**config.mk**
```make
export PLATFORM = sky130hd
export DESIGN_NAME = milu_ram
export DESIGN_NICKNAME = d
export VERILOG_FILES = /design/src/sv/milu_ram.sv
export SDC_FILE = /design/constraint.sdc
export NUM_CORES = 2
export LEC_CHECK = 0
export BUFFER_PORTS_ARGS = -buffer_cell sky130_fd_sc_hd__buf_2
export CAP_MARGIN = 20
export CORE_AREA = 3 3 401 403
export CTS_BUF_LIST = sky130_fd_sc_hd__clkbuf_4 sky130_fd_sc_hd__clkbuf_8 sky130_fd_sc_hd__clkbuf_16
export DETAILED_ROUTE_END_ITERATION = 6
export DIE_AREA = 0 0 404 406
export GPL_ROUTABILITY_DRIVEN = 0
export GPL_TIMING_DRIVEN = 0
export PLACE_DENSITY_LB_ADDON = 0.25
export SLEW_MARGIN = 20
export SYNTH_ARGS = -nofsm -noshare
export SYNTH_HDL_FRONTEND = slang
export SYNTH_SLANG_ARGS = --single-unit
```
**constraint.sdc**
```tcl
create_clock -name clk -period 4.69 [get_ports clk]
set_input_delay 0.938 -clock clk [delete_from_list [all_inputs] [get_ports clk]]
set_output_delay 0.938 -clock clk [all_outputs]
set_load 0.01 [all_outputs]
```
**src/sv/milu_ram.sv**
```systemverilog
module milu_ram #(
  parameter int WIDTH = 32,
  parameter int DEPTH = 64
) (
  input  logic                                  clk,
  input  logic                                  we,
  input  logic [((DEPTH > 1) ? $clog2(DEPTH) : 1)-1:0] waddr,
  input  logic [WIDTH-1:0]                      wdata,
  input  logic [((DEPTH > 1) ? $clog2(DEPTH) : 1)-1:0] raddr,
  output logic [WIDTH-1:0]                      rdata
);

  logic [WIDTH-1:0] mem [DEPTH];

  // One write port and one registered read port.
  always_ff @(posedge clk) begin
    if (we) begin
      mem[waddr] <= wdata;
    end
    rdata <= mem[raddr];
  end

endmodule

```
* Word-level counts from Yosys, hierarchy flattened
Memory sizes are Yosys's and may differ from the RTL's. A register that Yosys moved wholly into a read port is not among the register bits.
Cells that the tools add are included.
** Word-level totals
- Memories kept :: 1
- Output and inout bits :: 32
- Flip-flop bits (word level) :: 0
- Logic and storage cells :: 3
- Input port bits :: 46
- Bits in writable memories :: 2048
** Cells by class
- Multiplexer cells :: 2
** Memories
- mem :: depth 64, bits a word 32, read ports 1, clocked after memory_dff 1, write ports 1, RTL line 13 : logic [WIDTH-1:0] mem [DEPTH];
** Operators by type and width (number)
- 2-to-1 mux 1 bit :: 2

* Depth between registers and ports, before layout
- Depth in word-level cells :: 2
- Depth in mapped cells :: 10
- Gate-level depth less buffers :: 5

* Worst setup path before layout
OpenSTA, ideal clock, no wires.
- Kind :: input to register
- Start point :: input waddr[3] (netlist bit)
- End point :: memory mem[48][0], enable pin
- Setup slack :: 0.592 ns
- Stages :: 4
- Data arrival time :: 3.637 ns
- Setup time :: 0.461 ns
- Buffers on the path :: 1
- Data required time :: 4.229 ns
- Path through :: clkbuf_1 nor2b_1 nand4b_1 nor3_1
** RTL lines
- from (decl) :: RTL line 7 : input logic [((DEPTH > 1) ? $clog2(DEPTH) : 1)-1:0] waddr,
- to (decl) :: RTL line 13
Straight into the memory's write port.

==> impl_metrics.prom <==
# TYPE chip_impl_metric gauge
chip_impl_metric{name="route.vias.total",unit=""} 40130
chip_impl_metric{name="clk_path_buf_depth",unit=""} 3
chip_impl_info{name="clock-root-buffer",value="sky130_fd_sc_hd__clkbuf_16"} 1
chip_impl_metric{name="grtUsageMet3",unit="%"} 8.920
chip_impl_metric{name="ctsHoldBuffers",unit=""} 0
chip_impl_info{name="cpLargestDelayFamily",value="buffers and inverters"} 1
chip_impl_metric{name="pre_cts_setup_slack",unit="ns"} -0.5447
chip_impl_metric{name="antenna_found_initial",unit=""} 25
chip_impl_metric{name="insertion_delay",unit="ns"} 0.84
chip_impl_metric{name="cts_sinks",unit=""} 2080
chip_impl_info{name="setup.worst_path.class",value="in2reg"} 1
chip_impl_metric{name="wl",unit="um"} 240500
chip_impl_metric{name="cts_made_buffers",unit=""} 205
chip_impl_metric{name="ys_seq_elements",unit=""} 2080
chip_impl_metric{name="drt_pre_antenna_iters",unit=""} 6
chip_impl_metric{name="timing.final.hold_violations",unit=""} 0
chip_impl_metric{name="synth_seq_area_share",unit="%"} 79.14
chip_impl_metric{name="pwr-share-seq",unit="%"} 51.9
chip_impl_metric{name="p_sw_share",unit="%"} 21.50
chip_impl_metric{name="grt_pass1_wl",unit="um"} 326500
chip_impl_metric{name="finClkSkew",unit="ns"} 0.05029
chip_impl_metric{name="fin_tns_setup",unit="ns"} 0
chip_impl_metric{name="net-switching-power",unit="uW"} 8545
chip_impl_metric{name="use_met1",unit="%"} 40.97
chip_impl_metric{name="synth.avg_cell_area",unit="um^2"} 23.62
chip_impl_metric{name="vdd_drop_max",unit="V"} 0.0004457
chip_impl_metric{name="timing.critical_path.buf_inv",unit=""} 4
chip_impl_metric{name="clock.fmax",unit="MHz"} 213.9
chip_impl_metric{name="grt_pass1_vias",unit=""} 39112
chip_impl_metric{name="cp_data_required_time",unit="ns"} 5.36
chip_impl_metric{name="max-slew-margin-rel",unit="%"} 16.29
chip_impl_metric{name="antenna_left",unit=""} 0
chip_impl_metric{name="p_clk_share",unit="%"} 42.7
chip_impl_metric{name="io_buffers",unit=""} 69
chip_impl_metric{name="yosys_warnings",unit=""} 0
chip_impl_metric{name="post_cts_resize_count",unit=""} 0
chip_impl_metric{name="final-setup-viol-count",unit=""} 0
chip_impl_info{name="chain_of_cells_forming_the_critical_path",value="buf_2, buf_2, buf_2, buf_1, nand3b_1, o221ai_1, a21oi_1, a21oi_1, nor2_1"} 1
chip_impl_metric{name="tightest_slew",unit="ns"} 1.256
chip_impl_metric{name="num-nets-final",unit=""} 3786
chip_impl_info{name="cp_slowest_cell",value="sky130_fd_sc_hd__buf_1"} 1
chip_impl_metric{name="cap_violations",unit=""} 0
chip_impl_metric{name="layout_worst_path_cycle_share",unit="%"} 99.69
chip_impl_info{name="timing.critical_path.mode_cell",value="sky130_fd_sc_hd__buf_2"} 1
chip_impl_metric{name="met2_usage",unit="%"} 44.21
chip_impl_metric{name="syn2layout_area_growth",unit="%"} 17.33
chip_impl_metric{name="global_route.usage.total",unit="%"} 29.68
chip_impl_info{name="worst_setup_path_end_kind",value="flip-flop"} 1
chip_impl_info{name="kind_of_start_point_of_the_critical_path",value="primary input"} 1
chip_impl_metric{name="post-cts-setup-buffers",unit=""} 0
chip_impl_metric{name="p_per_area",unit="nW/um^2"} 431.4
chip_impl_metric{name="initial_core_util",unit="%"} 49.75
chip_impl_metric{name="cts.clk_slew.worst_paths",unit="ns"} 0.07
chip_impl_metric{name="io_pins",unit=""} 78
chip_impl_metric{name="dieHeight",unit="um"} 406
chip_impl_metric{name="postSynthNetCount",unit=""} 3370
chip_impl_metric{name="combinationalPowerShare",unit="%"} 5.4
chip_impl_metric{name="wl_per_cell",unit="um"} 40.10
chip_impl_metric{name="placementRows",unit=""} 146
chip_impl_metric{name="power.static_leakage",unit="uW"} 0.02898
chip_impl_metric{name="layout-drive-gt1-share",unit="%"} 32.21
chip_impl_metric{name="hold_slack",unit="ns"} 0.6249
chip_impl_metric{name="dp.final_hpwl",unit="um"} 157900
chip_impl_metric{name="synth.lib_cells_used.distinct",unit=""} 34
chip_impl_metric{name="finalWorstSetupSlack",unit="ns"} 0.01441
chip_impl_metric{name="p_int",unit="uW"} 31200
chip_impl_metric{name="average_via_count_per_standard_cell",unit=""} 6.692
chip_impl_info{name="worstHoldPathType",value="in2reg"} 1
chip_impl_metric{name="report.power.total",unit="uW"} 39740
chip_impl_metric{name="critPathMaxStageDelay",unit="ns"} 0.95
chip_impl_metric{name="syn_inst_count",unit=""} 3324
chip_impl_metric{name="timing.final.max_slew_violations",unit=""} 0
chip_impl_metric{name="cts.htree.levels",unit=""} 4
chip_impl_info{name="outcome",value="finished clean"} 1
chip_impl_metric{name="placeable_core_region",unit="um^2"} 157800
chip_impl_info{name="cts_tree",value="yes"} 1
chip_impl_metric{name="post-route-drc-count",unit=""} 0
chip_impl_metric{name="worst-endpoint-arrival",unit="ns"} 5.34
chip_impl_metric{name="die-width",unit="um"} 404
chip_impl_metric{name="dr.first_iter.drc_count",unit=""} 7384
chip_impl_metric{name="die_area",unit="um^2"} 164000
chip_impl_info{name="grt_setup_unrepaired",value="no"} 1
chip_impl_info{name="grt-busiest-layer",value="met2"} 1
chip_impl_metric{name="critical_path_peak_fanout",unit=""} 10
chip_impl_metric{name="largest_net_degree_at_the_start_of_global_routing",unit=""} 65
chip_impl_metric{name="overall_overflow_remaining_after_global_route",unit=""} 0
chip_impl_metric{name="final_period_minus_worst_setup_slack",unit="ns"} 4.676
chip_impl_metric{name="synth_area",unit="um^2"} 78520
## registers in the layout, indices dropped and copies added, names as in the netlist
signal	cells
mem	2048
rdata	32
## power by group through the flow
stage	registers, uW	logic, uW	clock network [uW]
final	20600	2170	17000
after global routing	20600	2230	17800
after CTS	20600	2140	17100
after detailed placement	21000	2130	0
after global placement	21000	2040	0
after floorplan	21000	1000	0
## through the flow
| stage | instance area (um^2) | cells | util (%) |
|---|---|---|---|
| detailed placement | 85060 | 5605 | 53.90 |
| floorplan | 78520 | 3324 | - |
| CTS | 92060 | 5987 | 58.33 |
| global route | 92110 | 5990 | 58.36 |
| global placement | 81450 | 5465 | 51.61 |
| finish | 92130 | 5997 | 58.37 |
## kinds of logic after synthesis
logic type	after synthesis	share of synthesized area, %
AND/OR/NAND/NOR	223	1.265
buffers and inverters	182	1.128
AO/OA/AOI/OAI	202	1.673
multiplexers	637	16.79
flip-flops	2080	79.14
## cell usage in the layout, fill, tap and decap left out, drive strengths merged, types with 4 or more instances in the layout
| cell type | count |
|---|---|
| a311oi | 8 |
| buf | 316 |
| dfxtp | 32 |
| a41o | 4 |
| o221ai | 27 |
| clkbuf | 345 |
| a21oi | 62 |
| nor2b | 15 |
| nand3 | 5 |
| nor2 | 137 |
| mux4 | 544 |
| o32ai | 4 |
| nand3b | 5 |
| diode | 10 |
| nand2 | 26 |
| o22ai | 84 |
| bufinv | 21 |
| clkinv | 82 |
| nor3 | 7 |
| nand2b | 8 |
| and3 | 4 |
| mux2i | 93 |
| edfxtp | 2048 |
| a22oi | 12 |
| or3b | 5 |
| inv | 6 |
## cell usage after synthesis, drive strengths merged
library cell | instances | share of area (%)
nand4b | 1 | 0.011
or3 | 3 | 0.024
a22oi | 12 | 0.11
a41o | 4 | 0.051
nand3b | 5 | 0.048
a311oi | 8 | 0.089
mux4 | 544 | 16
clkbuf | 74 | 0.35
a31oi | 1 | 0.0080
nand4 | 2 | 0.016
nand2 | 26 | 0.12
nor2b | 15 | 0.12
and2 | 2 | 0.016
dfxtp | 32 | 0.82
nor2 | 137 | 0.65
or3b | 5 | 0.056
o221ai | 27 | 0.30
and3 | 4 | 0.032
nand2b | 8 | 0.064
edfxtp | 2048 | 78
mux2i | 93 | 1.2
nor3 | 7 | 0.045
o22ai | 84 | 0.67
a21oi | 62 | 0.40
o32ai | 4 | 0.045
nand3 | 5 | 0.032
or2 | 3 | 0.024
buf | 108 | 0.77
## metal layers
metal / up-vias / share of wire [%] / routed length, um
met2: 3176 / 45 / 108900
met5: - / 0.013 / 32
li1: 15137 / - / -
met4: 8 / 5.2 / 12430
met3: 567 / 14 / 33240
met1: 21242 / 36 / 85910
## final timing paths
kind | start | end | slack [ns] | cells after the start
worst max-delay path | raddr[1] | rdata[19] | 0.01 | 9
worst min-delay path | wdata[3] | mem[24][3] | 0.62 | 1
worst max register to register | mem[19][18] | rdata[18] | 1.93 | 4
worst min register to register | mem[12][17] | rdata[17] | 0.90 | 4
## final cells by class
| type | count | area, um^2 |
|---|---|---|
| Tap cell | 2072 | 2592 |
| Clock buffer | 270 | 5818 |
| Timing Repair Buffer | 209 | 3503 |
| Buffer | 182 | 902.1 |
| Fill cell | 11087 | 65710 |
| Antenna cell | 10 | 25.02 |
| Sequential cell | 2080 | 62140 |
| Multi-Input combinational cell | 1062 | 15970 |
| Clock inverter | 112 | 1180 |
Power figures use the tool's default switching activity.
