===== src/sv/milu_div.sv =====
module milu_div #(
  parameter int NW = 49
) (
  input  logic          clk,
  input  logic          rst,
  input  logic          start,
  input  logic [NW-1:0] num,
  input  logic [31:0]   den,
  output logic          done,
  output logic [NW-1:0] quot
);

  localparam int CNTW = $clog2(NW + 1);

  logic            busy;
  logic [CNTW-1:0] cnt;
  logic [31:0]     rem;
  logic [31:0]     dsr;
  logic [32:0]     trial;
  logic            qbit;

  // One quotient bit per cycle, restoring.
  always_comb begin
    trial = {rem, quot[NW-1]};
    qbit  = (trial >= {1'b0, dsr});
  end

  // Control.
  always_ff @(posedge clk) begin
    if (rst) begin
      busy <= 1'b0;
      done <= 1'b0;
      cnt  <= '0;
    end else begin
      done <= 1'b0;
      if (start) begin
        busy <= 1'b1;
        cnt  <= CNTW'(NW);
      end else if (busy) begin
        cnt <= cnt - 1'b1;
        if (cnt == CNTW'(1)) begin
          busy <= 1'b0;
          done <= 1'b1;
        end
      end
    end
  end

  // Datapath.
  always_ff @(posedge clk) begin
    if (start) begin
      quot <= num;
      rem  <= '0;
      dsr  <= den;
    end else if (busy) begin
      rem  <= qbit ? 32'(trial - {1'b0, dsr}) : trial[31:0];
      quot <= {quot[NW-2:0], qbit};
    end
  end

endmodule

===== config.mk =====
export PLATFORM = sky130hd
export DESIGN_NAME = milu_div
export DESIGN_NICKNAME = d
export VERILOG_FILES = /design/src/sv/milu_div.sv
export SDC_FILE = /design/constraint.sdc
export NUM_CORES = 1
export LEC_CHECK = 0
export ABC_CLOCK_PERIOD_IN_PS = 3000
export BUFFER_PORTS_ARGS = -buffer_cell sky130_fd_sc_hd__buf_2
export CORE_ASPECT_RATIO = 2
export CORE_MARGIN = 3
export CORE_UTILIZATION = 57
export CTS_BUF_LIST = sky130_fd_sc_hd__clkbuf_4 sky130_fd_sc_hd__clkbuf_8
export DETAILED_ROUTE_END_ITERATION = 8
export PLACE_DENSITY_LB_ADDON = 0.08
export SLEW_MARGIN = 40
export SYNTH_ARGS = -nofsm -noshare
export SYNTH_HDL_FRONTEND = slang
export SYNTH_SLANG_ARGS = --single-unit

===== constraint.sdc =====
create_clock -name clk -period 3 [get_ports clk]
set_input_delay 0.45 -clock clk [delete_from_list [all_inputs] [get_ports clk]]
set_output_delay 0.45 -clock clk [all_outputs]
set_load 0.03 [all_outputs]

# Word level (Yosys, flattened, before mapping)
# Cells that the tools add are included.
word_totals:
  inputBits: 84
  n_memories: 0
  mem_bits_ro: 0
  wordCells: 24
  out_inout_bits: 50
  register_bits: 121
  latch_bits: 0
  mem_bits_rw: 0
classes:
  n_shift: 0
  n_mux: 9
  n_lt_le_gt_ge: 1
  eq_ne: 1
  multipliers: 0
  n_reduce_logical: 3
  div_mod_pow: 0
  add_sub_neg: 2
  bitwise: 1
ops:
  columns: ["op", "count"]
  rows:
  - ["$mux W49", 2]
  - ["$ge A33 B32 Y1", 1]
  - ["$mux W32", 1]
  - ["$sub A32 B32 Y32", 1]
  - ["$mux W6", 2]
  - ["$eq A6 B1 Y1 const B", 1]
  - ["$sub A6 B1 Y6 const B", 1]
  - ["$mux W1", 4]
  - ["$reduce_or A3 Y1", 1]
  - ["$reduce_bool A2 Y1", 1]
  - ["$reduce_or A2 Y1", 1]
  - ["$not A1 Y1", 1]

# Depth between registers and ports, before layout
# Gate-level depths: netlist of the first run.
logic_depth:
  depth_word: 4
  depth_mapped: 14
  mapped_depth_nobuf: 12

# Worst setup path before layout of the first run
# Ideal clock, no wire load.
synth_timing:
  path_kind: "flip-flop to flip-flop"
  from: "register quot[48]"
  to: "register rem[28]"
  synth_period_minus_slack_ns: 2.756
  t_required_ns: 2.929
  t_arrival_ns: 2.685
  path_stages_with_launch: 13
  setup_slack_ns: 0.244
  setup_ns: 0.071
  n_path_buf: 0
  path_cell_list: "edfxtp_1 inv_1 ha_1 fa_1 nand2b_1 a211oi_1 o31ai_1 o221ai_1 o21ai_0 a21oi_1 mux2i_1 o221ai_1 a21oi_1"
synth_between:
  elab_chain_len: 2
  elab_cells_between_ends: 3
  classes_between: "add/sub: 1; order compare: 1; mux: 1"
synth_lines:
  columns: ["element", "line_no", "source"]
  rows:
  - ["from (decl)", "10", "output logic [NW-1:0] quot"]
  - ["from (signal assigned)", "52", "quot <= num;"]
  - ["from (signal assigned)", "57", "quot <= {quot[NW-2:0], qbit};"]
  - ["$sub A32 B32 Y32 / $ge A33 B32 Y1 (equally long branches)", "56, 25", null]
  - ["$mux W32 *", "56", "rem <= qbit ? 32'(trial - {1'b0, dsr}) : trial[31:0];"]
  - ["to (signal assigned)", "56", null]
  - ["to (decl)", "17", "logic [31:0] rem;"]
# Mark *: on every way between the ends. The rest lies on a longest branch, timed or not.
# A chain may end at the register's enable or synchronous reset.

# Worst setup path after layout of the first run
layout_timing:
  from: "register quot[48]"
  to: "register rem[20]"
# The elaborated chain is that of the path after synthesis.

==> results of run 1 <==
==> layer usage <==
| metal | up-vias | global-route usage (%) | part of all wire [%] |
|---|---|---|---|
| met5 | - | 0 | 0 |
| met4 | 0 | 11.5 | 3.6 |
| met3 | 45 | 6.17 | 5.8 |
| met2 | 187 | 43.6 | 54 |
| met1 | 2569 | 25.5 | 37 |
| li1 | 2621 | - | - |
==> cells by family (layout without fill, tap and decap cells) <==
kind of cell | Yosys count | count (layout) | synth area share (%)
AND/OR/NAND/NOR | 188 | 189 | 13.4
AO/OA/AOI/OAI | 136 | 136 | 14.0
flip-flops | 121 | 121 | 48.4
buffers and inverters | 78 | 226 | 4.79
multiplexers | 55 | 55 | 9.17
adder cells (fa/ha/maj) | 35 | 35 | 6.66
XOR/XNOR | 27 | 27 | 3.54
==> state kept, by name, indices dropped and copies added (netlist names) <==
signal / flops
busy: 1
cnt: 6
done: 1
dsr: 32
quot: 49
rem: 32
==> repair_timing <==
action	in CTS	in global routing
endpoints found under the setup margin	0	28
resized for setup	0	24
endpoints found under the hold margin	0	0
setup buffers	0	3
==> per-stage QoR <==
step	total power, µW	setup TNS, ps	utilization, %	area (µm²)	std cells
final	4910	0	71.2	8090	931
after detailed placement	3270	0	66.1	7510	895
after global placement	3240	0	66.1	7510	895
after global routing	5140	-29.5	71.2	8090	931
after floorplan	2930	0	-	6690	640
after CTS	4880	0	69.9	7940	927
==> where the power goes <==
part	switching, µW	leakage (µW)	internal [µW]
clock network	747	0.000216	856
registers	92.5	0.00114	1960
logic	746	0.00207	512
total	1590	0.00342	3330
==> worst paths after layout <==
path                                        endpoint                start  slack [ps]  cells past startpoint
worst max-delay path            rem[20]$_SDFFE_PP0P_   quot[48]$_DFFE_PP_         100                     12
worst min-delay path               dsr[25]$_DFFE_PP_              den[25]         170                      1
worst max register to register  rem[20]$_SDFFE_PP0P_   quot[48]$_DFFE_PP_         100                     12
worst min register to register   rem[8]$_SDFFE_PP0P_  rem[7]$_SDFFE_PP0P_         500                      2
==> layout by cell type, fill, tap and decap left out, types with 3 or more instances in the layout <==
master     count
a211oi_1       6
xnor2_1       17
nand3_1       12
clkbuf_8      17
o22ai_1        3
or4_1          5
ha_1          28
a21o_1        10
nand2b_1      10
a311oi_1      19
dfxtp_1       39
buf_4         19
nor3_1        12
edfxtp_1      81
bufinv_16      3
xor2_1        10
nand2_1       59
o2111ai_1      4
mux2i_1        5
a21oi_1       34
o21ai_0       15
buf_2        132
inv_6          5
mux2_2        50
o211ai_1       5
nor2_1        53
o21bai_1       4
a211o_1        6
nor2b_1        8
ha_2           4
inv_1         40
a31oi_1        7
and3_1         5
nand4_1        6
nor3b_1        3
==> final cells by class <==
| class | instances | area, µm² | area share (%) |
|---|---|---|---|
| clock buffer | 18 | 241 | 2.99 |
| clock inverter | 14 | 186 | 2.30 |
| inverter | 40 | 150 | 1.86 |
| multi-input combinational | 442 | 3240 | 40.1 |
| sequential | 121 | 3230 | 40.0 |
| tap | 142 | 178 | 2.20 |
| timing repair buffer | 154 | 858 | 10.6 |
==> impl_results.md, run 1 <==
- Status: finished, final reports clean
- Kind of critical path: register to register
- Worst path bufs/invs: 1
- Worst setup EP type: register
- Largest net degree at the start of global routing: 43
- CP top delay family: compound AO/OA/AOI/OAI gates
- CP peak stage delay: roughly 520 ps
- Peak Freq: about 340 MHz
- Number of global-route vias before repair: between 5000 and 6000
- Post-synthesis cell area: 6690 µm²
- Max capacitance violation total: 0
- Hold Fails Final Rpt: 0
- Worst hold path type: input pin to register
- Post-Synthesis Cells: 640
- CTS H-tree depth: 4
- Area leader, netlist: edfxtp_1
- First-pass detailed-route iteration total: 7
- FILL cells: 898
- Num CTS Buffers: 17
- EDFF count, synth: 81
- Ant diodes: 0
- Hold bufs inserted after CTS: 0
- Crit-path cells: inv_1 > ha_1 > fa_1 > nand2b_4 > a211oi_4 > o32ai_1 > o211ai_1 > or4_1 > a31oi_1 > xnor2_1 > nand2_1 > a311oi_1
- Post-synth ARST share: 0%
- YS warnings: 0
- Port Buffers: 133
- Row count: 55
- Number of remaining DRC errors: 0
- First-pass GRT wire length: 25100 µm
- Core box area: between 10000 and 15000 µm²
- Max Transition Viols Final: 0
- Clock transition at path regs: 90 ps
- # nets final: 895
- Worst Setup Slack, final: 96.3 ps
- CP required: 3350 ps
- Area Growth Syn to Fin: 21.0%
- Pleak: 0.00342 µW
- DIE AREA: 13100 µm²
- Share of the synthesized area in the top cell type: approximately 36%
- Most frequent cell after synthesis: edfxtp_1
- Startpoint types: register
- GRT overflow: 0
- Post-DRT Antenna Nets: 0
- Sequential share of the synthesized area: 48.4%
- Total track usage: 24.4%
- Final WL: 15600 µm
- Synth Flop Type: edfxtp_1
- Initial Utilization: 58.9%
- Synth top area cells: edfxtp_1, dfxtp_1, mux2_2, ha_1, nand2_1
- Total vias in the final route: 5422
- Maximum VDD drop: roughly 0.00047 V
- Period minus WS final: 2900 ps
- Routed len/inst: 16.8 µm
- Initial DRC count: roughly 320
- CTS max path bufs: 2
- Worst-margin pin slew: 536 ps
- Drt via density: 5.82
- CP max FO: 3
- Synthesized Nets: 759
- Number of synthesized register bits: 121
- CTS tree: done
- Root Driver: clkbuf_8
- Tcrit/Tclk final: 96.8%
- Worst hold slack: around 170 ps
- Yosys cell types: 57
- Synth Area per Inst: 10.4 µm²
- Worst path slowest cell: or4_1
- Gpl congestion: 0.921
- Final Setup Violations: 0
- DP Wirelength: 11400 µm
- DP Worst Slack: around 64 ps
- Die Span Y: 159 µm
- Skew final: 16.7 ps
- Layout cells sized above 1: 33.3%
- Slew HR: 64.2%
- Critical path arrival: 3250 ps
- Die width: 82.6 µm
- # IOs: approximately 130
- Initial antenna violation count: 0
- Most frequent cells after synthesis: edfxtp_1, nand2_1, nor2_1
- PwrDens: between 600 and 700 nW/µm²
- Sink Count: 121
- Clk_lat worst skew: 450 ps
Note: power is estimated with default switching activity, not from simulation.
==> run 2, diff against run 1 <==
--- a/config.mk
+++ b/config.mk
@@ -6,13 +6,14 @@
 export NUM_CORES = 1
 export LEC_CHECK = 0
 export ABC_CLOCK_PERIOD_IN_PS = 3000
-export BUFFER_PORTS_ARGS = -buffer_cell sky130_fd_sc_hd__buf_2
 export CORE_ASPECT_RATIO = 2
 export CORE_MARGIN = 3
-export CORE_UTILIZATION = 57
+export CORE_UTILIZATION = 58
 export CTS_BUF_LIST = sky130_fd_sc_hd__clkbuf_4 sky130_fd_sc_hd__clkbuf_8
 export DETAILED_ROUTE_END_ITERATION = 8
+export DONT_BUFFER_PORTS = 1
 export PLACE_DENSITY_LB_ADDON = 0.08
+export RECOVER_POWER = 25
 export SLEW_MARGIN = 40
 export SYNTH_ARGS = -nofsm -noshare
 export SYNTH_HDL_FRONTEND = slang
==> run 2 against run 1 <==
Against the previous run:
- clock skew is 7.4 ps higher
- non-clock buffer count decreased by 134
- cell area fell by 10%
- register-to-register slack better by 97 ps
- largest cell class is now sequential cells
==> impl_results.md, run 2 (same netlist as run 1, synthesis figures left out) <==
- Max capacitance violation total: 0 (unchanged)
- Met2 Track Usage GR: 42.8% (-0.76 points)
- Routed len/inst: 18.4 µm (+9.6%)
- Port Buffers: 0 (-100%)
- CTS max path bufs: 2 (unchanged)
- Clk_lat worst skew: 450 ps (about the same)
- Final Setup Violations: 0 (unchanged)
- Largest Register: quot
- Die Span Y: 158 µm (-0.83%)
- Worst Setup Slack, final: 193 ps (+97.0 ps)
- PwrDens: 622 nW/µm² (+2.5%)
- Slew HR: 57.6% (-6.7 points)
- Layout cells sized above 1: 18.7% (-15 points)
- Biggest regs: quot: 49 flops, dsr: 32 flops, rem: 32 flops
- Total track usage: 23.8% (-0.62 points)
- Kind of critical path: register to register
- Critical path arrival: 3170 ps (-80 ps)
- Drt via density: 6.09 (+4.6%)
- Sink Count: 121 (unchanged)
- Setup repair after global routing missed its margin: false
- Post-DRT Antenna Nets: 0 (unchanged)
- # IOs: 134 (unchanged)
- Max Transition Viols Final: 0 (unchanged)
- Initial antenna violation count: 0 (unchanged)
- Total vias in the final route: 4837 (-11%)
- Gpl congestion: 0.894 (-2.9%)
- Clock transition at path regs: 90 ps (about the same)
- Worst setup EP type: register
- Worst hold slack: 66.1 ps (-103 ps)
- FILL cells: 890 (-0.89%)
- Design Power: 4530 µW (-7.7%)
- CP max FO: 8 (+5)
- CTS H-tree depth: 4 (unchanged)
- Skew final: 24.1 ps (+7.38 ps)
- Final WL: 14600 µm (-6.5%)
- Finished Cell Area: 7280 µm² (-10%)
- DP Worst Slack: -1.78 ps (-65.9 ps)
- Worst hold path type: input pin to register
- Core box area: 11100 µm² (-2.4%)
- Hold Fails Final Rpt: 0 (unchanged)
- Num CTS Buffers: 17 (unchanged)
- Worst-margin pin slew: 637 ps (+100 ps)
- Maximum VDD drop: 0.000511 V (+7.9%)
- Root Driver: clkbuf_8
- GR met1 Demand/Resource: 25.2% (-0.33 points)
- DIE AREA: 12900 µm² (-1.6%)
- Peak Freq: 356 MHz (+3.5%)
- GRT overflow: 0 (unchanged)
- Most used routing layer: met2
- # nets final: 760 (-15%)
- First-pass GRT wire length: 23800 µm (-5.3%)
- Hold bufs inserted after CTS: 0 (unchanged)
- Die width: 81.9 µm (-0.80%)
- DP Wirelength: 10600 µm (-7.1%)
- CP required: 3360 ps (about the same)
- Area Growth Syn to Fin: 8.91%
- Number of global-route vias before repair: 5117 (-8.0%)
- Number of remaining DRC errors: 0 (unchanged)
- Post-place instance area: 6840 µm² (-8.9%)
- Largest net degree at the start of global routing: 127 (+200%)
- GR Layer Usage met3: 6.44% (+0.26 points)
- Tcrit/Tclk final: 93.6% (-3.2 points)
- CTS tree: done
- Initial Utilization: 60.3% (+1.5 points)
- Startpoint types: register
- Most common cell after layout, fill and taps aside: edfxtp_1
- Status: finished, final reports clean
- Max reg flops: 49 (unchanged)
- Ant diodes: 0 (unchanged)
- Initial DRC count: 282 (-11%)
- Most frequent cells in the layout: edfxtp_1, nand2_1, nor2_1, mux2_2, inv_1
- Period minus WS final: 2810 ps (-97.0 ps)
- First-pass detailed-route iteration total: 4 (-3)
- Row count: 54 (-1.8%)
- Pleak: 0.00284 µW (-17%)
==> run 2: cell count changes in the layout (fill, tap and decap cells not counted), moves of 2 or more <==
cell        delta
ha_2           -3
ha_1           +5
clkinvlp_4     +3
bufinv_16      -3
buf_2        -132
o21ai_2        -2
ha_4           -2
==> run 2: power breakdown <==
group,internal [µW],switching [µW],total [µW]
Clock,625,770,1390
Sequential,1960,242,2200
Combinational,415,518,933
==> run 2: critical path: stages, from the launching register on <==
cell       delay [ps]
edfxtp_1          330
inv_1              50
ha_2              400
nand4_2           180
or4_1             560
a21oi_1           220
o2111ai_1         200
a31oi_2           260
or3b_2            160
nand4_1            90
a311oi_1          280
==> run 2: final timing paths <==
kind / startpoint / to / slack [ps] / cells after the start
setup reg to reg: dsr[14]$_DFFE_PP_ / rem[27]$_SDFFE_PP0P_ / 190 / 10
hold reg to reg: rem[6]$_SDFFE_PP0P_ / rem[7]$_SDFFE_PP0P_ / 500 / 2
setup / recovery: dsr[14]$_DFFE_PP_ / rem[27]$_SDFFE_PP0P_ / 190 / 10
hold / removal: rst / cnt[4]$_SDFFE_PP0P_ / 70 / 1
==> run 2: routing by layer <==
metal  vias to the layer above  routed length [µm]
met1                      2301                5410
met5                         -                   0
met3                        31                 836
li1                       2349                   -
met4                         0                 361
met2                       156                8010
==> run 2: cell type report <==
type / instances / area (µm²) / area share, %
sequential: 121 / 3230 / 44.4
multi-input combinational: 441 / 3190 / 43.8
clock buffer: 18 / 248 / 3.40
tap: 140 / 175 / 2.41
timing repair buffer: 20 / 163 / 2.23
inverter: 40 / 150 / 2.06
clock inverter: 14 / 125 / 1.72
==> run 2: what timing repair did <==
item | in CTS | in global routing
setup endpoints to repair | 0 | 32
setup buffers | 0 | 2
resized for setup | 0 | 11
==> run 2: stage by stage <==
stage | cells | utilization [%] | TNS (ps)
global route | 794 | 65.7 | 0
floorplan | 640 | - | 0
detailed placement | 760 | 61.7 | -1.78
CTS | 792 | 65.1 | 0
finish | 794 | 65.7 | 0
global placement | 760 | 61.7 | 0
==> run 3, diff against run 2 <==
--- a/config.mk
+++ b/config.mk
@@ -6,14 +6,15 @@
 export NUM_CORES = 1
 export LEC_CHECK = 0
 export ABC_CLOCK_PERIOD_IN_PS = 3000
+export BUFFER_PORTS_ARGS = -buffer_cell sky130_fd_sc_hd__buf_2
 export CORE_ASPECT_RATIO = 2
 export CORE_MARGIN = 3
-export CORE_UTILIZATION = 58
+export CORE_UTILIZATION = 57
 export CTS_BUF_LIST = sky130_fd_sc_hd__clkbuf_4 sky130_fd_sc_hd__clkbuf_8
 export DETAILED_ROUTE_END_ITERATION = 8
-export DONT_BUFFER_PORTS = 1
 export PLACE_DENSITY_LB_ADDON = 0.08
 export RECOVER_POWER = 25
+export SKIP_LAST_GASP = 1
 export SLEW_MARGIN = 40
 export SYNTH_ARGS = -nofsm -noshare
 export SYNTH_HDL_FRONTEND = slang
==> run 3 against run 2 <==
Against the previous run:
- critical path type unchanged
- critical endpoint is now rem[3]$_SDFFE_PP0P_
- the run now ends with max-capacitance violations, max-slew violations left
- wire length up 6.9%
- clock-buffer cell count unchanged
- largest power group unchanged
- combinational power rose by 35%
- register-to-register slack got worse by 99 ps
- sequential power down 7%
- cell area is 11% higher
- global-route usage increased by 0.62 points
- die area grew 1.7%
==> impl_results.md, run 3 (same netlist as run 1, synthesis figures left out) <==
- First-pass detailed-route iteration total: 7 (+3)
- Final Setup Violations: 0 (unchanged)
- Drt via density: 5.83 (-4.4%)
- Setup TNS: 0 ps (unchanged)
- # IOs: 134 (unchanged)
- # nets final: 895 (+18%)
- Worst hold slack: 170 ps (+104 ps)
- Number of global-route vias before repair: 5564 (+8.7%)
- Max reg flops: 49 (unchanged)
- Status: complete, but fails checks
- Biggest regs: quot: 49 flops, dsr: 32 flops, rem: 32 flops
- DIE AREA: 13100 µm² (+1.7%)
- Clk_lat worst skew: 450 ps (about the same)
- Maximum VDD drop: 0.000473 V (-7.3%)
- Layout cells sized above 1: 33.2% (+15 points)
- Ant diodes: 0 (unchanged)
- Skew final: 16.1 ps (-7.93 ps)
- Slew HR: -2.31% (-60 points)
- Max Transition Viols Final: 32 (+32)
- Initial DRC count: 318 (+13%)
- Port Buffers: 133 (+133)
- Design Power: 4910 µW (+8.4%)
- Sink Count: 121 (unchanged)
- Tcrit/Tclk final: 96.8% (+3.3 points)
- Initial Utilization: 58.9% (-1.5 points)
- Period minus WS final: 2910 ps (+98.5 ps)
- Largest Register: quot
- Critical path arrival: 3260 ps (+90 ps)
- Die width: 82.6 µm (+0.81%)
- Finished Cell Area: 8090 µm² (+11%)
- CP max FO: 10 (+2)
- Worst-margin pin slew: 1530 ps (+898 ps)
- Die Span Y: 159 µm (+0.84%)
- Num CTS Buffers: 17 (unchanged)
- Kind of critical path: register to register
- Core box area: 11400 µm² (+2.5%)
- Final WL: 15600 µm (+6.9%)
- Post-place instance area: 7510 µm² (+9.8%)
- Total track usage: 24.4% (+0.62 points)
- Worst hold path type: input pin to register
- Initial antenna violation count: 0 (unchanged)
- Worst Setup Slack, final: 94.7 ps (-98.5 ps)
- DP Worst Slack: 64.1 ps (+65.9 ps)
- CTS max path bufs: 2 (unchanged)
- CTS tree: done
- PwrDens: 607 nW/µm² (-2.4%)
- Footprint of the multi-input gates: 3240 µm² (+1.7%)
- CTS H-tree depth: 4 (unchanged)
- CP required: 3350 ps (about the same)
- Routed len/inst: 16.8 µm (-8.8%)
- Number of remaining DRC errors: 0 (unchanged)
- Most common cell after layout, fill and taps aside: buf_2
- Hold Fails Final Rpt: 0 (unchanged)
- GRT overflow: 0 (unchanged)
- Reg area: 3230 µm² (unchanged)
- Post-DRT Antenna Nets: 0 (unchanged)
- Pleak: 0.00342 µW (+20%)
- Area Growth Syn to Fin: 20.9%
- Startpoint types: register
- Largest net degree at the start of global routing: 43 (-66%)
- Gpl congestion: 0.921 (+3.0%)
- FILL cells: 898 (+0.90%)
- DP Wirelength: 11400 µm (+7.6%)
- Total vias in the final route: 5424 (+12%)
- Hold bufs inserted after CTS: 0 (unchanged)
- Clock transition at path regs: 90 ps (about the same)
- Row count: 55 (+1.9%)
- Worst setup EP type: register
- Root Driver: clkbuf_8
- Failing checks: max-capacitance violations, max-slew violations
- Peak Freq: 344 MHz (-3.4%)
- First-pass GRT wire length: 25100 µm (+5.5%)
- Max capacitance violation total: 1 (+1)
- Most frequent cells in the layout: buf_2, edfxtp_1, nand2_1, nor2_1, mux2_2
[run 3: cell count changes in the layout (fill, tap and decap cells not counted), sizes merged]
cell / before / now
and3: 6 / 7
buf: 20 / 153
bufinv: 0 / 3
clkbuf: 18 / 19
clkinv: 1 / 3
clkinvlp: 4 / 1
inv: 49 / 47
[run 3: what timing repair did]
| item | 4_1_cts | 5_1_grt |
|---|---|---|
| setup endpoints to repair | 0 | 28 |
| resized for setup | 0 | 24 |
| setup buffers | 0 | 3 |
[run 3: report_power, final]
part           internal [µW]  total [µW]  switching (µW)
clock                    856        1600             747
sequential              1960        2050            92.6
combinational            512        1260             745
total                   3330        4910            1580
[run 3: area by class of cell]
class	instances	area share [%]
Sequential cell	121	40.0
Timing Repair Buffer	154	10.6
Clock inverter	14	2.31
Inverter	40	1.86
Multi-Input combinational cell	442	40.1
Tap cell	142	2.20
Clock buffer	18	2.99
[run 3: worst paths after layout]
path | startpoint | cells after the start | slack (ps) | endpoint
worst max-delay path | dsr[18]$_DFFE_PP_ | 10 | 90 | rem[3]$_SDFFE_PP0P_
worst min-delay path | den[25] | 1 | 170 | dsr[25]$_DFFE_PP_
worst max register to register | dsr[18]$_DFFE_PP_ | 10 | 90 | rem[3]$_SDFFE_PP0P_
worst min register to register | rem[7]$_SDFFE_PP0P_ | 2 | 500 | rem[8]$_SDFFE_PP0P_
[run 3: metal layers]
metal | part of all wire [%] | vias up | track usage [%]
met2 | 54 | 189 | 43.6
met5 | 0 | - | 0
li1 | - | 2621 | -
met1 | 37 | 2567 | 25.5
met4 | 3.6 | 0 | 11.5
met3 | 5.8 | 47 | 6.17
[run 3: worst max-delay path: stages, from the launching register on]
cell and delay [ps]:
edfxtp_1 340, inv_1 50, ha_2 410, nand3_1 160, or4_1 510, nor3_2 140, o211ai_1 110, a21o_1 210
and3_2 340, o31a_1 340, a211oi_2 200
[run 3: metrics by stage]
step / cells / util (%)
2_1_floorplan: 640 / -
3_3_place_gp: 895 / 66.1
3_5_place_dp: 895 / 66.1
4_1_cts: 927 / 69.9
5_1_grt: 931 / 71.2
6_report: 931 / 71.2
